==> src/design/isq_pkg.sv <==
// ---------------------------------------------------------------------------
// isq_pkg: shared types and constants for the integer square root
// widths of the operand, root, partial remainder and the item carried by
// each cell of the chain
// ---------------------------------------------------------------------------
package isq_pkg;

  localparam int INPUT_BITS  = 31;
  localparam int ROOT_BITS   = (INPUT_BITS + 1) / 2;
  localparam int RAD_W       = 2 * ROOT_BITS;
  localparam int REM_W       = ROOT_BITS + 1;
  localparam int IN_TDATA_W  = ((INPUT_BITS + 7) / 8) * 8;
  localparam int OUT_TDATA_W = ((ROOT_BITS + 7) / 8) * 8;

  // work carried from one cell to the next
  typedef struct packed {
    logic [RAD_W-1:0]     rad;   // radicand bits not yet consumed, top aligned
    logic [REM_W-1:0]     rem;   // partial remainder
    logic [ROOT_BITS-1:0] root;  // root bits settled so far
  } isq_data_t;

endpackage

==> src/design/isq_cell.sv <==
// ---------------------------------------------------------------------------
// isq_cell: one digit step of the square root
// takes two radicand bits, settles one root bit, registers the result
// ---------------------------------------------------------------------------
module isq_cell (
  input  logic              clk,
  input  logic              rst_n,
  input  logic              adv,
  input  logic              vld_i,
  input  isq_pkg::isq_data_t dat_i,
  output logic              vld_o,
  output isq_pkg::isq_data_t dat_o
);
  import isq_pkg::*;

  logic                 vld_r;
  isq_data_t            dat_r;
  isq_data_t            dat_nxt;
  logic [REM_W+1:0]     rem_sh;
  logic [REM_W+1:0]     trial;
  logic [REM_W+1:0]     diff;
  logic                 ge;
  logic [ROOT_BITS:0]   root_sh;

  always_comb begin
    rem_sh  = {dat_i.rem, dat_i.rad[RAD_W-1 -: 2]};
    trial   = (REM_W+2)'({dat_i.root, 2'b01});
    diff    = rem_sh - trial;
    ge      = (rem_sh >= trial);
    root_sh = {dat_i.root, ge};
    dat_nxt.rad  = dat_i.rad << 2;
    dat_nxt.rem  = ge ? diff[REM_W-1:0] : rem_sh[REM_W-1:0];
    dat_nxt.root = root_sh[ROOT_BITS-1:0];
  end

  always_ff @(posedge clk) begin
    if (!rst_n) begin
      vld_r <= 1'b0;
    end else if (adv) begin
      vld_r <= vld_i;
    end
  end

  always_ff @(posedge clk) begin
    if (adv) begin
      dat_r <= dat_nxt;
    end
  end

  assign vld_o = vld_r;
  assign dat_o = dat_r;

  // remainder never exceeds twice the root settled so far
  a_rem_bound: assert property (@(posedge clk) disable iff (!rst_n)
    vld_r |-> (dat_r.rem <= {dat_r.root, 1'b0}))
    else $error("isq_cell: remainder above twice the root");

endmodule

==> src/design/integer_square_root.sv <==
// ---------------------------------------------------------------------------
// integer_square_root: floor square root of a 31-bit unsigned integer
// an accepted input passes through the ROOT_BITS digit cell registers to out_tvalid
// throughput: one item per cycle while the chain is not held, set by the chain of ROOT_BITS digit cells
// the whole chain holds while a result waits on out_tready
// reset (rst_n low, synchronous) clears the valid bit of every cell
// ---------------------------------------------------------------------------
module integer_square_root (
  input  logic                           clk,
  input  logic                           rst_n,
  // input item
  input  logic                           in_tvalid,
  output logic                           in_tready,
  input  logic [isq_pkg::IN_TDATA_W-1:0]  in_tdata,   // [30:0] value, rest zero
  // result item
  output logic                           out_tvalid,
  input  logic                           out_tready,
  output logic [isq_pkg::OUT_TDATA_W-1:0] out_tdata   // [15:0] root
);
  import isq_pkg::*;

  // cell k takes chain slot k and drives slot k+1; the last slot is the
  // output register
  logic                vld [0:ROOT_BITS];
  isq_data_t           dat [0:ROOT_BITS];
  logic [ROOT_BITS:1]  vld_vec;
  logic                adv;

  // the chain moves when the output slot is empty or being taken
  assign adv       = !vld[ROOT_BITS] || out_tready;
  assign in_tready = adv;

  // first slot: radicand from the port, stray high bits dropped
  always_comb begin
    vld[0]      = in_tvalid;
    dat[0].rad  = RAD_W'(in_tdata[INPUT_BITS-1:0]);
    dat[0].rem  = '0;
    dat[0].root = '0;
  end

  // one cell per root bit, most significant first
  for (genvar k = 0; k < ROOT_BITS; k++) begin : g_cell
    isq_cell u_cell (
      .clk   (clk),
      .rst_n (rst_n),
      .adv   (adv),
      .vld_i (vld[k]),
      .dat_i (dat[k]),
      .vld_o (vld[k+1]),
      .dat_o (dat[k+1])
    );
    assign vld_vec[k+1] = vld[k+1];
  end

  assign out_tvalid = vld[ROOT_BITS];
  assign out_tdata  = OUT_TDATA_W'(dat[ROOT_BITS].root);

  // a held chain keeps every item in place
  a_hold: assert property (@(posedge clk) disable iff (!rst_n)
    !adv |=> $stable(vld_vec))
    else $error("integer_square_root: chain moved while held");

  // a moving chain loads the first cell from the input handshake
  a_load: assert property (@(posedge clk) disable iff (!rst_n)
    adv |=> (vld_vec[1] == $past(in_tvalid)))
    else $error("integer_square_root: first cell missed an item");

  // an item in the last cell before the output moves on when the chain moves
  a_drain: assert property (@(posedge clk) disable iff (!rst_n)
    (adv && vld_vec[ROOT_BITS-1 > 0 ? ROOT_BITS-1 : 1] && (ROOT_BITS > 1)) |=> out_tvalid)
    else $error("integer_square_root: item lost before output");

endmodule

==> config.mk <==
export PLATFORM = sky130hd
export DESIGN_NAME = integer_square_root
export DESIGN_NICKNAME = d
export VERILOG_FILES = /design/src/design/isq_pkg.sv /design/src/design/isq_cell.sv /design/src/design/integer_square_root.sv
export SDC_FILE = /design/constraint.sdc
export NUM_CORES = 1
export LEC_CHECK = 0
export BUFFER_PORTS_ARGS = -buffer_cell sky130_fd_sc_hd__buf_2
export CORE_MARGIN = 2
export CORE_UTILIZATION = 42
export CTS_CLUSTER_SIZE = 25
export DETAILED_ROUTE_END_ITERATION = 8
export PLACE_DENSITY_LB_ADDON = 0.05
export SYNTH_ARGS = -nofsm -noshare
export SYNTH_HDL_FRONTEND = slang
export SYNTH_HIERARCHICAL = 1
export SYNTH_SLANG_ARGS = --single-unit
==> constraint.sdc <==
create_clock -name clk -period 78.7 [get_ports clk]
set_input_delay 0 -clock clk [delete_from_list [all_inputs] [get_ports clk]]
set_output_delay 0 -clock clk [all_outputs]
set_load 0.01 [all_outputs]
## Yosys cells after proc, flatten, opt, wreduce, memory -nomap -nowiden

Index checks and enable logic that the tools add are counted.

| storage, ports and cells | value |
|---|---|
| flip-flop bits (word level) | 632 |
| input bits | 36 |
| logic and storage cells | 111 |

| cells by class | value |
|---|---|
| add/subtract/negate cells | 15 |
| $lt $le $gt $ge | 16 |
| mux-type cells | 15 |
| reduce and logical (&&, ||, !) cells | 2 |

Operators with widths:

| operator | count |
|---|---|
| 17-bit 2-to-1 mux | 14 |
| 19-bit by 10-bit >= comparator with 1-bit output | 1 |
| 19-bit by 11-bit >= comparator with 1-bit output | 1 |
| 19-bit by 12-bit >= comparator with 1-bit output | 1 |
| 19-bit by 13-bit >= comparator with 1-bit output | 1 |
| 19-bit by 14-bit >= comparator with 1-bit output | 1 |
| 19-bit by 15-bit >= comparator with 1-bit output | 1 |
| 19-bit by 16-bit >= comparator with 1-bit output | 1 |
| 19-bit by 17-bit >= comparator with 1-bit output | 1 |
| 19-bit by 3-bit >= comparator with 1-bit output | 1 |
| 19-bit by 4-bit >= comparator with 1-bit output | 1 |
| 19-bit by 5-bit >= comparator with 1-bit output | 1 |
| 19-bit by 6-bit >= comparator with 1-bit output | 1 |
| 19-bit by 7-bit >= comparator with 1-bit output | 1 |
| 19-bit by 8-bit >= comparator with 1-bit output | 1 |
| 19-bit by 9-bit >= comparator with 1-bit output | 1 |
| 17-bit by 10-bit subtractor with 17-bit output | 1 |
| 17-bit by 11-bit subtractor with 17-bit output | 1 |
| 17-bit by 12-bit subtractor with 17-bit output | 1 |
| 17-bit by 13-bit subtractor with 17-bit output | 1 |
| 17-bit by 14-bit subtractor with 17-bit output | 1 |
| 17-bit by 15-bit subtractor with 17-bit output | 1 |
| 17-bit by 16-bit subtractor with 17-bit output | 1 |
| 17-bit by 3-bit subtractor with 17-bit output | 1 |
| 11 further kinds | 11 |

## Longest topological paths before layout

| depth | value |
|---|---|
| word-level depth | 2 |
| gate-level depth with buffers | 10 |
| depth with buffers taken out | 8 |

## Modules after synthesis

The synthesis kept the hierarchy.

Modules (own cells, without submodules):

| module | instances | cells an instance | area each (µm²) |
|---|---|---|---|
| isq_cell | 16 | 241 | 3089.2 |
| integer_square_root | 1 | 2 | 10.0 |

## Worst setup path before layout

No wires, ideal clock.

| path | value |
|---|---|
| kind | input to register |
| start point | input port out_tready |
| end point | register g_cell[0].u_cell.vld_r |
| library setup time | 0.139 ns |
| data arrival time | 26.278 ns |
| setup slack | 52.284 ns |
| stages | 3 |
| cells stage by stage | nand2b_1 mux2i_1 nor2b_1 |

| on the way | value |
|---|---|
| cells in the longest elaborated chain, start to end | 1 |

Ends and longest elaborated chain:

| item | RTL line | source |
|---|---|---|
| start, declared | integer_square_root.sv:17 | `input logic out_tready,` |
| 1-bit logical OR | integer_square_root.sv:30 | `assign adv = !vld[ROOT_BITS] \|\| out_tready;` |
| end signal, assigned | isq_cell.sv:40 | `vld_r <= vld_i;` |
| end, declared | isq_cell.sv:16 | `logic vld_r;` |

Every way passes these cells.
A chain may end at the register's enable or synchronous reset.

## Final worst setup path

| path | value |
|---|---|
| start point | register g_cell[15].u_cell.vld_r |
| end point | register g_cell[14].u_cell.dat_r (netlist bit g_cell[14].u_cell/dat_o[23]) (enable) |

| on the way | value |
|---|---|
| cells in the longest elaborated chain, start to end | 2 |

Ends and longest elaborated chain:

| item | RTL line | source |
|---|---|---|
| start, declared | isq_cell.sv:16 |  |
| start signal, assigned | isq_cell.sv:40 |  |
| 1-bit zero test | integer_square_root.sv:30 |  |
| 1-bit logical OR | integer_square_root.sv:30 |  |
| end signal, assigned | isq_cell.sv:46 | `dat_r <= dat_nxt;` |
| end, declared | isq_cell.sv:17 | `isq_data_t dat_r;` |

Every way passes these cells.

==> results by group <==
Floorplan
  – # IOs: 54
  – Core Footprint: a little under 100,000 µm²
  – Site Rows: about 110
  – Starting Density: 0.423
  – Die area: ~100,000 µm²
  – Chip height: approximately 320 µm
  – Die Width: ~320 µm

Global routing
  – Antenna violations before repair: 0
  – First-pass GRT wire length: 145,000 µm
  – Global-route usage over all layers: 0.186
  – Pin count of the biggest net entering global routing: around 210
  – Vias in the first global route: 26,000
  – Gr ovfl total: 0

Timing
  – Fmax: around 260 MHz
  – Tmin final: between 3 and 4 ns
  – Setup violators final: 0
  – Period utilisation layout: 0.0493
  – Hold_ws: between 0.06 and 0.07 ns
  – Final clock skew: 0.0164 ns
  – Rel. slew slack: 0.232
  – Slew @ Worst Pin: 1.15 ns
  – Setup TNS: 0 ns
  – Unrepaired setup endpoints after global routing: false
  – Max-slew violations: 0
  – Final hold vios: 0
  – Setup ws final: approximately 75 ns

Route
  – WL final: 92,900 µm
  – DR vias: around 27,000
  – First-pass DRT Iterations: 6
  – Iteration-0 DRC Markers: around 1,800
  – DR WL/cell: around 19 µm
  – Post-DRT Antenna Nets: 0
  – Residual DRC: 0
  – DR vias/cell: 5.36

Hold path
  – HP Start: in_tdata[19]
  – Min-Delay Path Depth: 2
  – Min-Delay Endpoint: g_cell[0].u_cell/dat_o[54]
  – Class of the worst hold path: input port to register

Layout
  – Area occupied by multi-input gates: ~16,000 µm²
  – Nets@finish: 3,931
  – Antenna Cells: 0
  – Area grow syn2layout: 12.4%
  – FILL cells: a little under 9,000
  – Seq. cell area: 22,900 µm²
  – Fraction of layout cells with a size suffix above 1: 0.0813

Clock network
  – H-Tree Depth: 3
  – CTS tree: done
  – Bufs on Longest Clock Path: 3
  – Post-CTS Resized: 0
  – Clk_lat worst skew: 0.65 ns
  – Worst-path clk slew: 0.06 ns
  – Number of setup buffers added after CTS: 0
  – CTS hold repair buffers: 35
  – Clock root buffer: clkbuf_16
  – Clock sinks: 767
  – CTS Buf Count: 90

Power
  – Leak: ~19 nW
  – Max VDD drop: approximately 0.020 mV
  – Pwr per Cell Area: roughly 44 nW/µm²
  – Total power: 0.00203 W

Critical path
  – Kind of critical path: register to register
  – CP Launch Type: register
  – Worst endpoint required time: between 70 and 80 ns
  – Flop-to-flop setup slack: about 75 ns
  – Worst-path fanout max: 80
  – Worst R2R Path Depth: 4
  – Reg-to-Reg End: g_cell[14].u_cell/dat_o[23]
  – Critical path arrival: 4.16 ns
  – Reg2reg start: g_cell[15].u_cell/vld_o
  – CP Capture Type: register

Placement
  – I/O Buffers: between 50 and 60
  – Dpl ws: around 75 ns
  – Post-DP HPWL: just under 70,000 µm
  – Routability cong.: ~0.86

Synthesis
  – Mapped cell area: 40,800 µm²
  – Post-Syn Area per Cell: around 12 µm²
  – Yosys warnings: 6
  – Syn Inst Count: between 3,000 and 4,000

Run
  – Max_cap viols: 0

Outcome
  – Outcome: completed
-- critical path, cell delays in order, from the launching register on --
cell      delay, ns
dfxtp_1        0.35
nand2b_4       0.52
buf_4          0.86
buf_4          0.89
buf_4          0.70
-- final cells by class --
type,count,area share
clock buffer,105,0.0518
clock inverter,56,0.0144
inverter,350,0.0287
multi-input combinational,2305,0.356
sequential,767,0.499
tap,1276,0.0348
timing repair buffer,94,0.0150
-- cells in the final DEF (no fill, tap or decap), drive strengths merged, types with 67 or more instances in the layout --
master,count
edfxtp,751
inv,352
nand2,287
ha,287
o21ai,242
a21oi,199
nand3,124
xor2,105
clkbuf,105
a21o,76
nor2,75
xnor2,75
conb,67
-- per-stage QoR --
step | instances | cell area (µm²) | util
final | 4953 | 45800 | 0.475
after detailed placement | 4757 | 42500 | 0.440
after CTS | 4953 | 45800 | 0.475
after global routing | 4953 | 45800 | 0.475
after floorplan | 3516 | 41000 | -
after global placement | 4757 | 42500 | 0.440
-- report_power, final --
part           switching, W  leakage, nW  internal [W]  total [W]
logic              0.000534         9.39      0.000375   0.000909
registers         0.0000769         8.03      0.000615   0.000692
clock network      0.000164         1.47      0.000263   0.000428
total              0.000775         18.9       0.00125    0.00203
-- worst max path at each step --
| stage | from | slack (ns) | endpoint | cells past startpoint |
|---|---|---|---|---|
| after floorplan | out_tready | 58.75 | g_cell[0].u_cell/vld_o | 3 |
| after global placement | g_cell[15].u_cell/vld_o | 74.86 | g_cell[14].u_cell/dat_o[17] | 4 |
| after detailed placement | g_cell[15].u_cell/vld_o | 74.75 | g_cell[14].u_cell/dat_o[24] | 4 |
| after CTS | g_cell[15].u_cell/vld_o | 74.75 | g_cell[14].u_cell/dat_o[8] | 4 |
| after global routing | g_cell[15].u_cell/vld_o | 74.51 | g_cell[14].u_cell/dat_o[20] | 4 |
| final | g_cell[15].u_cell/vld_o | 74.82 | g_cell[14].u_cell/dat_o[23] | 4 |
-- state kept, by name, summed over array words and instances (netlist names) --
signal	cells
g_cell.u_cell/dat_o	751
g_cell.u_cell/vld_o	16
-- per-layer routing --
metal | track usage | wire, µm | vias to the layer above
met1 | 0.241 | 41500 | 12800
met4 | 0.0582 | 2670 | 0
met3 | 0.0260 | 3030 | 165
met2 | 0.323 | 45700 | 507
li1 | - | - | 13100
met5 | 0 | 0 | -
(Power assumes the default switching activity.)
